--- src/hdl/h264aus_pkg.sv ---
`default_nettype none

package h264aus_pkg;

    // One byte of the elementary stream
    typedef struct packed {
        logic [7:0] data_byte;
        logic       stream_end;
    } t_in_item;

    // One access unit descriptor
    typedef struct packed {
        logic [23:0] frame_bytes;
        logic        is_idr;
        logic [31:0] timestamp;
        logic        size_clipped;
        logic        last_of_run;
    } t_out_item;

    // Parser phase
    typedef enum logic [2:0] {
        PH_SEARCH     = 3'd0,
        PH_HEADER     = 3'd1,
        PH_BODY       = 3'd2,
        PH_NEXT_HDR   = 3'd3,
        PH_NEXT_FIRST = 3'd4
    } t_phase;

    // Register map (index = byte address / 4)
    localparam logic REG_FRAME_PERIOD = 1'b0;

    localparam logic [15:0] FRAME_PERIOD_RST = 16'd40;

    // NAL header fields
    localparam logic [4:0] NAL_TYPE_SLICE_MIN = 5'd1;
    localparam logic [4:0] NAL_TYPE_IDR       = 5'd5;
    localparam logic [7:0] START_CODE_LAST    = 8'h01;

    // Result queue
    localparam int OUT_DEPTH = 4;
    localparam int PTR_BITS  = 2;
    localparam int CNT_W     = 3;

    // Types 1..5 are coded slices
    function automatic logic nal_is_slice(input logic [7:0] hdr);
        logic [4:0] t;
        begin
            t = hdr[4:0];
            return (t >= NAL_TYPE_SLICE_MIN) && (t <= NAL_TYPE_IDR);
        end
    endfunction

    function automatic logic nal_is_idr(input logic [7:0] hdr);
        return hdr[4:0] == NAL_TYPE_IDR;
    endfunction

endpackage

`default_nettype wire

--- src/hdl/h264_access_unit_splitter.sv ---
`default_nettype none

// Channel   Direction  Handshake                      Payload
// in        input      i_in_valid / o_in_ready        i_in_data  (t_in_item)
// out       output     o_out_valid / i_out_ready      o_out_data (t_out_item)
// cfg       input      psel / penable / pwrite        paddr, pwdata, prdata
//
// One byte is taken per cycle while o_in_ready is high; its zero, one or two descriptors are written
// into a four-entry result queue at the same clock edge.
// Input is ready while the queue has room for two descriptors, so a stalled
// consumer holds off the byte stream once three or more descriptors are waiting.
// A descriptor reaches the output from the registered queue, not combinationally from its byte.
// Reset clears the parser, the queue and the timestamp; frame_period
// returns to 40.
module h264_access_unit_splitter #(
    parameter int COUNT_BITS = 24
) (
    input  wire                          i_clk,
    input  wire                          i_rst_n,
    // byte stream
    input  wire                          i_in_valid,
    output logic                         o_in_ready,
    input  h264aus_pkg::t_in_item        i_in_data,
    // access unit descriptors
    output logic                         o_out_valid,
    input  wire                          i_out_ready,
    output h264aus_pkg::t_out_item       o_out_data,
    // register port
    input  wire                          psel,
    input  wire                          penable,
    input  wire                          pwrite,
    input  wire  [2:0]                   paddr,
    input  wire  [31:0]                  pwdata,
    output logic [31:0]                  prdata,
    output logic                         pready
);
    import h264aus_pkg::*;

    localparam logic [COUNT_BITS-1:0] CNT_MAX   = {COUNT_BITS{1'b1}};
    localparam logic [COUNT_BITS-1:0] CNT_ZERO  = '0;
    localparam logic [COUNT_BITS-1:0] CNT_ONE   = COUNT_BITS'(1);
    localparam logic [COUNT_BITS-1:0] SC_SHORT  = COUNT_BITS'(3);
    localparam logic [COUNT_BITS-1:0] SC_LONG   = COUNT_BITS'(4);

    function automatic logic [COUNT_BITS-1:0] sat_add(
        input logic [COUNT_BITS-1:0] a,
        input logic [COUNT_BITS-1:0] n
    );
        logic [COUNT_BITS:0] s;
        begin
            s = {1'b0, a} + {1'b0, n};
            if (s >= {1'b0, CNT_MAX}) return CNT_MAX;
            return s[COUNT_BITS-1:0];
        end
    endfunction

    function automatic t_out_item make_result(
        input logic [COUNT_BITS-1:0] bytes,
        input logic                  idr,
        input logic [31:0]           ts,
        input logic                  last
    );
        logic [31:0] wide;
        t_out_item   r;
        begin
            wide           = 32'(bytes);
            r.frame_bytes  = wide[23:0];
            r.is_idr       = idr;
            r.timestamp    = ts;
            r.size_clipped = (bytes == CNT_MAX);
            r.last_of_run  = last;
            return r;
        end
    endfunction

    // Parser state
    logic [23:0]           r_window,   n_window;
    t_phase                r_phase,    n_phase;
    logic                  r_cur_slice, n_cur_slice;
    logic                  r_cur_idr,  n_cur_idr;
    logic [COUNT_BITS-1:0] r_frame,    n_frame;
    logic [COUNT_BITS-1:0] r_pending,  n_pending;
    logic [31:0]           r_ts,       n_ts;
    logic [15:0]           r_period;

    // Result queue
    t_out_item             r_mem [OUT_DEPTH];
    logic [PTR_BITS-1:0]   r_wr, r_rd;
    logic [CNT_W-1:0]      r_count;

    // Emission slots
    logic                  step_emit;
    logic                  fin_emit0, fin_emit1;
    logic [COUNT_BITS-1:0] fin_bytes0, fin_bytes1;
    logic                  fin_idr0, fin_idr1;
    t_out_item             slot0, slot1;
    logic [1:0]            push_cnt;

    logic                  in_fire, out_fire, cfg_wr;
    logic [7:0]            b, inv;
    logic [23:0]           shifted;
    logic                  sc;
    logic [COUNT_BITS-1:0] sc_len;
    logic [31:0]           ts_p1, ts_p2;

    assign in_fire  = i_in_valid & o_in_ready;
    assign out_fire = o_out_valid & i_out_ready;
    assign b        = i_in_data.data_byte;
    assign inv      = ~b;
    assign shifted  = {r_window[15:0], inv};
    assign sc       = (r_window[15:0] == 16'hFFFF) && (b == START_CODE_LAST);
    assign sc_len   = (r_window[23:16] == 8'hFF) ? SC_LONG : SC_SHORT;

    // Parser next state for the byte in flight
    always_comb begin
        logic [COUNT_BITS-1:0] pend_inc;
        logic [COUNT_BITS-1:0] grp;
        logic [7:0]            hdr;
        logic [7:0]            hdr_next;
        n_window    = r_window;
        n_phase     = r_phase;
        n_cur_slice = r_cur_slice;
        n_cur_idr   = r_cur_idr;
        n_frame     = r_frame;
        n_pending   = r_pending;
        step_emit   = 1'b0;
        fin_emit0   = 1'b0;
        fin_emit1   = 1'b0;
        fin_bytes0  = r_frame;
        fin_bytes1  = r_pending;
        fin_idr0    = r_cur_idr;
        fin_idr1    = 1'b0;
        pend_inc    = sat_add(r_pending, CNT_ONE);
        grp         = pend_inc;
        hdr         = ~r_window[7:0];
        hdr_next    = 8'h00;
        if (in_fire) begin
            unique case (r_phase)
                PH_SEARCH: begin
                    n_window = shifted;
                    if (sc) begin
                        n_frame = sat_add(CNT_ZERO, sc_len);
                        n_phase = PH_HEADER;
                    end
                end
                PH_HEADER: begin
                    n_frame     = sat_add(r_frame, CNT_ONE);
                    n_cur_slice = nal_is_slice(b);
                    n_cur_idr   = nal_is_idr(b);
                    n_window    = '0;
                    n_phase     = PH_BODY;
                end
                PH_BODY: begin
                    n_window = shifted;
                    if (!sc) begin
                        n_frame = sat_add(r_frame, CNT_ONE);
                    end else if (!r_cur_slice) begin
                        n_frame = sat_add(r_frame, CNT_ONE);
                        n_phase = PH_HEADER;
                    end else begin
                        // pull the start code bytes already counted back out
                        if (r_frame != CNT_MAX) begin
                            n_frame = (r_frame >= sc_len - CNT_ONE)
                                    ? r_frame - (sc_len - CNT_ONE) : CNT_ZERO;
                        end
                        n_pending = sc_len;
                        n_phase   = PH_NEXT_HDR;
                    end
                end
                PH_NEXT_HDR: begin
                    n_pending = pend_inc;
                    if (nal_is_slice(b)) begin
                        n_window = {16'h0000, inv};
                        n_phase  = PH_NEXT_FIRST;
                    end else begin
                        // non-slice NAL closes the frame
                        step_emit   = 1'b1;
                        n_frame     = pend_inc;
                        n_pending   = '0;
                        n_cur_slice = 1'b0;
                        n_cur_idr   = 1'b0;
                        n_window    = '0;
                        n_phase     = PH_BODY;
                    end
                end
                PH_NEXT_FIRST: begin
                    if (b[7]) begin
                        // first_mb_in_slice is zero: a new picture starts
                        step_emit = 1'b1;
                        n_frame   = grp;
                    end else begin
                        n_frame   = sat_add(r_frame, grp);
                    end
                    n_pending   = '0;
                    n_cur_slice = 1'b1;
                    n_cur_idr   = nal_is_idr(hdr);
                    n_window    = {16'h0000, inv};
                    n_phase     = PH_BODY;
                end
                default: begin
                    n_window    = '0;
                    n_phase     = PH_SEARCH;
                    n_cur_slice = 1'b0;
                    n_cur_idr   = 1'b0;
                    n_frame     = '0;
                    n_pending   = '0;
                end
            endcase

            // flush at end of stream
            if (i_in_data.stream_end) begin
                hdr_next   = ~n_window[7:0];
                fin_bytes0 = n_frame;
                fin_idr0   = n_cur_idr;
                fin_bytes1 = n_pending;
                fin_idr1   = nal_is_idr(hdr_next);
                if (n_phase == PH_NEXT_HDR) begin
                    fin_emit0 = 1'b1;
                end else if (n_phase == PH_NEXT_FIRST) begin
                    fin_emit0 = 1'b1;
                    fin_emit1 = 1'b1;
                end else if (n_phase == PH_BODY && n_cur_slice) begin
                    fin_emit0 = 1'b1;
                end
                n_window    = '0;
                n_phase     = PH_SEARCH;
                n_cur_slice = 1'b0;
                n_cur_idr   = 1'b0;
                n_frame     = '0;
                n_pending   = '0;
            end
        end
    end

    // Pack descriptors and advance the timestamp
    assign ts_p1 = r_ts + 32'(r_period);
    assign ts_p2 = ts_p1 + 32'(r_period);

    always_comb begin
        push_cnt = 2'(step_emit) + 2'(fin_emit0) + 2'(fin_emit1);
        if (step_emit) begin
            slot0 = make_result(r_frame, r_cur_idr, r_ts, !fin_emit0);
            slot1 = make_result(fin_bytes0, fin_idr0, ts_p1, 1'b1);
        end else begin
            slot0 = make_result(fin_bytes0, fin_idr0, r_ts, !fin_emit1);
            slot1 = make_result(fin_bytes1, fin_idr1, ts_p1, 1'b1);
        end
        unique case (push_cnt)
            2'd0:    n_ts = r_ts;
            2'd1:    n_ts = ts_p1;
            default: n_ts = ts_p2;
        endcase
    end

    // Parser and timestamp registers
    always_ff @(posedge i_clk) begin
        if (!i_rst_n) begin
            r_window    <= '0;
            r_phase     <= PH_SEARCH;
            r_cur_slice <= 1'b0;
            r_cur_idr   <= 1'b0;
            r_frame     <= '0;
            r_pending   <= '0;
            r_ts        <= '0;
        end else begin
            r_window    <= n_window;
            r_phase     <= n_phase;
            r_cur_slice <= n_cur_slice;
            r_cur_idr   <= n_cur_idr;
            r_frame     <= n_frame;
            r_pending   <= n_pending;
            r_ts        <= n_ts;
        end
    end

    // Register port
    assign cfg_wr = psel & penable & pwrite & pready;
    assign pready = 1'b1;
    assign prdata = (paddr[2] == REG_FRAME_PERIOD) ? {16'h0000, r_period} : 32'h0;

    always_ff @(posedge i_clk) begin
        if (!i_rst_n) begin
            r_period <= FRAME_PERIOD_RST;
        end else if (cfg_wr && paddr[2] == REG_FRAME_PERIOD) begin
            r_period <= pwdata[15:0];
        end
    end

    // Result queue storage
    always_ff @(posedge i_clk) begin
        if (push_cnt != 2'd0) begin
            r_mem[r_wr] <= slot0;
        end
        if (push_cnt == 2'd2) begin
            r_mem[r_wr + PTR_BITS'(1)] <= slot1;
        end
    end

    // Result queue pointers
    always_ff @(posedge i_clk) begin
        if (!i_rst_n) begin
            r_wr    <= '0;
            r_rd    <= '0;
            r_count <= '0;
        end else begin
            r_wr    <= r_wr + PTR_BITS'(push_cnt);
            r_rd    <= r_rd + PTR_BITS'(out_fire);
            r_count <= r_count + CNT_W'(push_cnt) - CNT_W'(out_fire);
        end
    end

    assign o_in_ready  = (r_count <= CNT_W'(OUT_DEPTH - 2));
    assign o_out_valid = (r_count != '0);
    assign o_out_data  = r_mem[r_rd];

    // Checks
    a_queue_bound: assert property (@(posedge i_clk) disable iff (!i_rst_n)
        r_count <= CNT_W'(OUT_DEPTH))
        else $error("result queue overfilled");

    a_pending_phase: assert property (@(posedge i_clk) disable iff (!i_rst_n)
        (r_pending != '0) == (r_phase == PH_NEXT_HDR || r_phase == PH_NEXT_FIRST))
        else $error("pending count out of step with phase");

    a_end_clears: assert property (@(posedge i_clk) disable iff (!i_rst_n)
        (in_fire && i_in_data.stream_end) |=>
            (r_phase == PH_SEARCH && r_frame == '0 && r_window == '0))
        else $error("parser not cleared after end of stream");

endmodule

`default_nettype wire

--- config.mk ---
export PLATFORM = sky130hd
export DESIGN_NAME = h264_access_unit_splitter
export DESIGN_NICKNAME = d
export VERILOG_FILES = /design/src/hdl/h264aus_pkg.sv /design/src/hdl/h264_access_unit_splitter.sv
export SDC_FILE = /design/constraint.sdc
export NUM_CORES = 1
export LEC_CHECK = 0
export BUFFER_PORTS_ARGS = -buffer_cell sky130_fd_sc_hd__buf_2
export CAP_MARGIN = 20
export CORE_MARGIN = 2
export CORE_UTILIZATION = 30
export CTS_BUF_LIST = sky130_fd_sc_hd__clkbuf_4 sky130_fd_sc_hd__clkbuf_8 sky130_fd_sc_hd__clkbuf_16
export DETAILED_ROUTE_END_ITERATION = 6
export PLACE_DENSITY = 0.51
export SKIP_CTS_REPAIR_TIMING = 1
export SLEW_MARGIN = 20
export SYNTH_ARGS = -nofsm -noshare
export SYNTH_HDL_FRONTEND = slang
export SYNTH_SLANG_ARGS = --single-unit
--- constraint.sdc ---
create_clock -name i_clk -period 6.3 [get_ports i_clk]
set_input_delay 0.63 -clock i_clk [delete_from_list [all_inputs] [get_ports i_clk]]
set_output_delay 0.63 -clock i_clk [all_outputs]
set_load 0.05 [all_outputs]
==> results of run 1 <==
## layout make-up
class                           instances  area [sq um]  share of cell area, %
Multi-Input combinational cell       2216         15010                  50.50
Sequential cell                       368          9698                  32.62
Timing Repair Buffer                  282          1873                  6.300
Tap cell                             1144          1431                  4.814
Clock buffer                           67          1371                  4.612
Inverter                               47         178.9                 0.6018
Clock inverter                         19         165.2                 0.5555
## tightest hold or removal path, delay by kind of cell
family                 cells  cell delay (ns)
buffers and inverters      1             0.08
and+or+nand+nor            2             0.12
## metrics by stage
| stage | worst slack (ns) | instance area (sq um) | utilization [%] | cells | hold slack [ns] |
|---|---|---|---|---|---|
| 2_1_floorplan | 0.5281 | 25670 | - | 2876 | 0.4655 |
| 3_3_place_gp | 0.07021 | 28020 | 33.01 | 4055 | 0.4773 |
| 3_5_place_dp | -0.02735 | 28020 | 33.01 | 4055 | 0.4796 |
| 4_1_cts | -0.08412 | 29560 | 34.82 | 4141 | 0.2315 |
| 5_1_grt | -0.01234 | 29730 | 35.03 | 4143 | 0.2532 |
| 6_report | 0.2181 | 29730 | 35.03 | 4143 | 0.2598 |
## cell families after synthesis
| group | count (synthesis) | synth area share, % |
|---|---|---|
| other | 2 | 0.02932 |
| adders and majority gates | 75 | 3.810 |
| xor gates and xnor gates | 109 | 3.756 |
| muxes | 101 | 6.961 |
| AOI/OAI and AO/OA | 925 | 24.13 |
| and+or+nand+nor | 989 | 18.79 |
| buffers and inverters | 292 | 4.694 |
| DFF | 368 | 37.83 |
## cell usage after synthesis, drive strengths merged (8+ instances only)
cell type    n
and3        31
o21ai      192
a21o        39
a22o        80
nor4        26
buf         51
o22ai      100
dfxtp      136
a32oi        8
o211ai      14
a211oi      36
a31oi       25
edfxtp     232
or4         21
a22oi       70
a21oi      181
clkbuf     194
or2          9
nor2b       39
nor3        53
a221oi      13
nand4       37
and2        22
nand2b      15
xor2        31
inv         43
o31ai       48
xnor2       78
nand3       93
mux4        61
mux2i       33
nor2       255
a311oi      10
o21a        13
ha          70
or3         24
nand2      315
and4        12
## worst min path at each step
stage / start / endpoint / slack [ns] / cells past startpoint
after global routing: pwdata[3] / r_period[3] / 0.25 / 3
after global placement: r_mem[3][0] / r_mem[3][0] / 0.48 / 1
final: pwdata[3] / r_period[3] / 0.26 / 3
after floorplan: r_period[10] / r_period[10] / 0.47 / 2
after CTS: pwdata[3] / r_period[3] / 0.23 / 3
after detailed placement: r_mem[1][0] / r_mem[1][0] / 0.48 / 1
## per-layer routing
metal / vias up / part of all wire (%) / routed length, um / global-route usage, %
met5: - / 0.030 / 30 / 0
met4: 4 / 3.2 / 3218 / 7.268
met3: 188 / 7.7 / 7605 / 3.223
met2: 1056 / 44 / 43860 / 33.96
met1: 11710 / 45 / 44540 / 31.53
li1: 11120 / - / - / -
## registers in the layout, indices dropped and copies added (netlist names), 3 cells and up
register and flops:
r_count 3, r_frame 24, r_mem 236, r_pending 24, r_period 16, r_phase 3
r_ts 32, r_window 24
## power groups by stage
stage / logic [mW] / clock network [mW] / registers (mW)
floorplan: 0.480 / 0 / 2.61
global placement: 0.553 / 0 / 2.74
detailed placement: 0.555 / 0 / 2.74
CTS: 0.556 / 2.72 / 2.69
global route: 0.596 / 2.80 / 2.69
finish: 0.548 / 2.66 / 2.67
==> flow_results.org, run 1 <==
** Flow run
- Across the run, the number of max-cap violations was 0.

** Status
- Run status :: complete, no violations

** Worst setup path
- Sort of element at the end of the critical path :: flop
- Setup slack of the most critical reg-to-reg path :: 0.22 ns
- Traced cell by cell, the critical path runs through nand4_4, or4_4, or4_4, a21oi_2, a31oi_2, buf_4, nand2_1, ha_1, a211oi_2, nor2_2, a2111oi_4, buf_4, nor3_1, a311oi_1, xor2_1, or4_1, o21a_1, o211a_1, nor4_2, and4b_4, a21oi_2, o22ai_1.
- The most critical setup path has its startpoint at r_pending[5].
- Count of buffer and inverter cells on the critical path :: 2
- Logic depth of the worst path, buffers included :: 22
- The worst setup path is of the flop to flop kind.
- Critical Path End :: r_mem[1][1]
- Critical path fanouts, max :: 7
- Launching element type of the critical path :: flop
- Grouping stages by cell kind, the critical path spends the most delay in simple AND/OR/NAND/NOR gates.
- Endpoint of the lowest-slack register-to-register path :: r_mem[1][1]
- Counting cells, the worst reg-to-reg path comes to 22.
- Required time worst endpoint :: 6.74 ns
- The slowest stage of the critical path is the or4_4 cell.
- Data arrives at the worst endpoint at between 6 and 7 ns.
- Slowest stage delay, CP :: roughly 0.60 ns
- The worst register-to-register path begins at r_pending[5].

** Clock network
- Clock buffer count from CTS :: 46
- At the later pin of the worst-skew pair, clock insertion delay measures about 0.6 ns.
- Register clock-pin slew on the reported worst setup and hold paths :: around 0.07 ns
- Clock Sink Count :: 368
- The H-tree was split into 2 levels.
- Maximum buffer depth of the clock tree :: 3
- The cell sitting at the root of the clock tree is a clkbuf_16.
- TritonCTS built the clock tree.

** Placement
- DPL Wire Length :: 71,650 um
- Input and output buffers added on the ports amount to 109.
- Routability-driven placement finished with a final weighted congestion of 0.9943.

** Power
- Of the total power, the share spent switching nets is a little over a quarter.
- Clock network power share :: 45.3%
- For this design the total switching power over the nets is ~1.6 mW.
- Power spread over the standard cell area amounts to 197.9 mW/mm^2.
- LEAKAGE :: ~10 nW
- Total power for the finished layout comes to approximately 6 mW.
- Sequential cells burn 45.4% of the power.
- Worst ir drop on vdd :: 0.0001867 V
- The internal power of the cells totals 4.294 mW.
- The share of total power dissipated in combinational logic is 9.3%.

** Hold path
- The min-delay analysis places its worst path in the category input pin to flop.

** Timing
- Worst Skew :: approximately 0.035 ns
- Slew at the pin with the worst max-slew slack :: around 1.1 ns
- Number of setup violations in the final report :: 0
- For the final routed database, the setup TNS stands at 0 ns.
- The max-slew violation count was 0.
- Measured against its own limit, the worst slew margin works out to 29.01%.
- Dividing the final minimum period by the clock period gives 96.54%.
- Min Clock Period, post-route :: about 6 ns
- Based on the critical path, the design can be clocked at up to 164.4 MHz.
- Final hold vios :: 0

** Global route
- The total overflow left after global routing is 0.
- Global-route usage over all layers :: ~22%
- The first global-routing pass estimated about 150,000 um of wire.
- Entering global routing, the biggest net connects between 70 and 80 pins.
- The initial antenna violation count came to 2.
- Number of global-route vias before repair :: around 23k

** Logic synthesis
- For this run, the number of Yosys warnings is 0.
- Cell area after synthesis :: ~0.026 sq mm
- Number of enable flip-flop cells after synthesis :: around 230
- Main synth FF type :: edfxtp_1
- Asr flop ratio synth :: 0%
- Cell accounting for the most synthesized area :: edfxtp_1
- Synthesized netlist cell count :: 2,861
- Seq cells post-synth :: ~370
- The synthesized netlist contains roughly 100 unique library cells.
- The share of the Yosys chip area taken by registers is between 30% and 40%.
- After synthesis, the mean cell area works out to roughly 9 sq um.
- Yosys attributes the largest share of cell area to edfxtp_1 (27%), dfxtp_1 (11%), mux4_2 (5.4%).
- Proportion of netlist area held by the largest area contributor :: 27.20%

** Drt
- Total iterations of the first detailed-routing run :: 6
- Once detail routing completed, the nets flagged for antenna violations numbered 0.
- Vias :: 24.07k
- Dividing the detail-routed wire length by the instance count gives 23.96 um.
- Drt total wl :: 99,250 um
- After detailed routing, the number of vias per cell comes to slightly below 6.
- After the first detailed-routing iteration, the DRC count stood at 2,338.
- DR DRC count :: 0

** Floorplanning
- The core region is 0.08488 sq mm.
- Width of the die :: 296.2 um
- Die height :: between 200 and 300 um
- Row Count :: 107
- The initial utilization of the core area, before any placement, comes to 30.18%.
- During I/O placement, the number of pins put on the boundary was 145.
- The die covers ~0.09 sq mm.

** Cells and area
- Commonest non-fill, non-tap cell in the layout :: nand2_1
- Total of fill cells in the finished design :: 8,822
- The post-route netlist has between 10% and 20% of its cells at a drive strength greater than 1.
- Compared with the post-synthesis result, the final layout area differs by 16.07%.
- Commonest cells after routing, fill and taps aside :: nand2_1 (307), nor2_1 (243), edfxtp_1 (232), o21ai_0 (183), a21oi_1 (178)
- In the final design database the tool counted 3,087 nets.
- Antenna diodes :: 0
Power figures use the tool's default switching activity.
==> inputs of run 2 (changes only) <==
--- a/config.mk
+++ b/config.mk
@@ -11,7 +11,7 @@
 export CORE_UTILIZATION = 30
 export CTS_BUF_LIST = sky130_fd_sc_hd__clkbuf_4 sky130_fd_sc_hd__clkbuf_8 sky130_fd_sc_hd__clkbuf_16
 export DETAILED_ROUTE_END_ITERATION = 6
-export PLACE_DENSITY = 0.51
+export PLACE_DENSITY_LB_ADDON = 0.25
 export SKIP_CTS_REPAIR_TIMING = 1
 export SLEW_MARGIN = 20
 export SYNTH_ARGS = -nofsm -noshare
==> constraint.sdc (replaced) <==
create_clock -name i_clk -period 6.35 [get_ports i_clk]
set_input_delay 0.635 -clock i_clk [delete_from_list [all_inputs] [get_ports i_clk]]
set_output_delay 0.635 -clock i_clk [all_outputs]
set_load 0.05 [all_outputs]
==> run 2 against run 1 <==
- register-to-register slack improved by 0.04 ns
- utilization barely moved
- sequential share of layout area about the same
- count of clock-buffer cells in the layout decreased by 10
- critical path type unchanged
==> flow_results.org, run 2 (synthesis gave the netlist of run 1 again) <==
** Worst setup path
- WP data arrival :: 6.41 ns
- Among all stages on the critical path, the largest delay is contributed by or4_1.
- Startpoint of the most critical register-to-register path :: r_pending[0]
- Critical path fanouts, max :: 12
- Category of the most critical setup path :: flop to flop
- Most used cell, CP :: buf_4
- Launch point of the worst path :: r_pending[0]
- Required time worst endpoint :: roughly 6.7 ns
- Slowest stage delay, CP :: 0.49 ns
- The worst setup path is captured at a flop.
- Launching element type of the critical path :: flop

** Hold path
- The startpoint identified for the worst hold timing path is pwdata[1].
- Classification of the worst-slack hold path :: input pin to flop

** Timing
- Final max-slew violation count :: 0
- Share of the cycle needed by the critical path after routing :: 95.94%
- Accumulated negative setup slack :: 0 ns
- Worst hold-check slack :: 0.2773 ns
- Setup slack closes at ~0.26 ns.
- Setup repair after global routing left no endpoint under its margin.
- Slew at the pin with the worst max-slew slack :: 1.062 ns
- Fmax :: about 160 MHz
- Min Clock Period, post-route :: 6.092 ns
- For the final database, setup skew stands at ~0.037 ns.
- The hold violation total from the final report came to 0.
- Setup violations remaining at the end of the flow were counted as 0.
- Worst slew slack as a fraction of its limit :: ~30%

** Clock network
- Clock latency on the worst-skew pair, taken at its later pin, is 0.62 ns.
- Clock buffer count from CTS :: 45
- Clock tree root driver cell :: clkbuf_16
- CTS built an H-tree with a depth of 2.
- Clock Sink Count :: 368
- After clock tree synthesis, the clock-pin slew on the worst setup and hold paths is 0.06 ns.
- TritonCTS built the clock tree.
- Maximum buffer depth of the clock tree :: 3

** Floorplanning
- The region available for standard cell placement spans about 0.085 sq mm.
- Die outline area :: ~0.09 sq mm
- Measured along the y axis, the die boundary spans 296.2 um.
- Width of the die :: 296.2 um
- Row Count :: 107
- IO Count :: 145
- Initial cell density of the core :: 30.18%

** Global route
- GRT Residual Overflow :: 0
- Pin count of the biggest net entering global routing :: 75
- The number of global-route vias before repair was 22.67k.
- Wire length of the first global-routing pass :: about 150,000 um
- Number of antenna violations at the first check in global routing :: 2
- In the global route stage, overall resource usage came out at 21.99%.

** Drt
- The first detailed-routing pass ran for 5 iterations.
- The detailed router finished its first iteration with around 2.6k violations.
- The routed layout has 24.08k vias.
- Final routed wire length divided by cell count :: approximately 24 um
- DR DRC count :: 0
- Drt total wl :: 99,090 um
- DR vias/cell :: roughly 5.8
- Remaining number of nets flagged by the antenna check after routing :: 0

** Cells and area
- After routing the design area is 0.02973 sq mm.
- The register with the most flip-flops in the layout has 236 of them.
- Final core area utilization :: 35.03%
- More flip-flops sit in one register than any other, and that register is r_mem.
- Top flop regs :: r_mem: 236 flops, r_ts: 32 flops
- Registers take 0.009697 sq mm.
- Commonest cells after routing, fill and taps aside :: nand2_1 (307), nor2_1 (245), edfxtp_1 (232), o21ai_0 (185), a21oi_1 (179)
- Antenna diodes :: 0
- Total of fill cells in the finished design :: 8,837
- Synthesis-to-finish area growth :: 16.07%
- Fin nets :: 3,087
- Leaving out fill and tap cells, the most frequent cell in the layout is nand2_1.
- In the final layout, the multi-input gates occupy roughly 0.015 sq mm.
- Post-layout instance count excluding filler cells :: 4,141
- Cells with a size suffix above 1 make up about 17% of the layout.

** Placement
- Placer Congestion :: 0.9988
- Cell area after placement :: 0.02802 sq mm
- The count of buffers added on input and output ports is 109.
- Number of cells in the design after placement :: 4,055
- Timing analysis after detailed placement gives a worst setup slack of 0.2869 ns.
- Summed over all nets, the half-perimeter wirelength after detailed placement is just over 70,000 um.

** Power
- Power spread over the standard cell area amounts to 201.4 mW/mm^2.
- Total power for the finished layout comes to about 6.0 mW.
- Worst ir drop on vdd :: approximately 0.00017 V
- LEAKAGE :: a little under 10 nW

** Flow run
- Max-cap violations in this run came to 0.

** Status
- Run status :: complete, no violations
[run 2: changes by cell type in the layout (fill, tap and decap cells not counted), sizes merged]
cell / delta
bufinv: +7
clkbuf: -10
clkdlybuf4s15: -1
buf: +2
inv: -5
clkinv: +5
[run 2: cell type report]
cell class | instances | share of cell area (%)
clock buffers | 57 | 4.175
flip-flops and latches | 368 | 32.62
multi-input cells | 2216 | 50.21
repair buffers | 283 | 6.380
clock inverters | 26 | 1.204
inverters | 47 | 0.6018
well taps | 1144 | 4.815
[run 2: worst paths after layout]
check	endpoint	slack, ns	cells past startpoint
worst max register to register	r_mem[3][1]	0.26	28
worst min register to register	r_mem[2][0]	0.49	1
worst min-delay path	r_period[1]	0.28	3
worst max-delay path	r_mem[3][1]	0.26	28
[run 2: power by group]
| part | internal, mW | total, mW | switching [mW] |
|---|---|---|---|
| clock network | 1.68 | 2.77 | 1.09 |
| logic | 0.217 | 0.607 | 0.390 |
| registers | 2.53 | 2.61 | 0.0740 |
[run 2: worst max-delay path: cells and delay by family (launching register included)]
| family | cells | cell delay (ns) |
|---|---|---|
| adders and majority gates | 2 | 0.64 |
| AOI/OAI and AO/OA | 7 | 1.43 |
| and+or+nand+nor | 13 | 2.36 |
| DFF | 1 | 0.33 |
| buffers and inverters | 6 | 1.05 |
[run 2: routing by layer]
metal,GRT usage [%],wire length (um),vias to the layer above,part of all wire (%)
met4,7.662,3287,4,3.3
met3,4.025,8795,190,8.9
met2,32.98,42870,1114,43
met5,0,26,-,0.026
li1,-,-,11120,-
met1,31.53,44110,11650,45
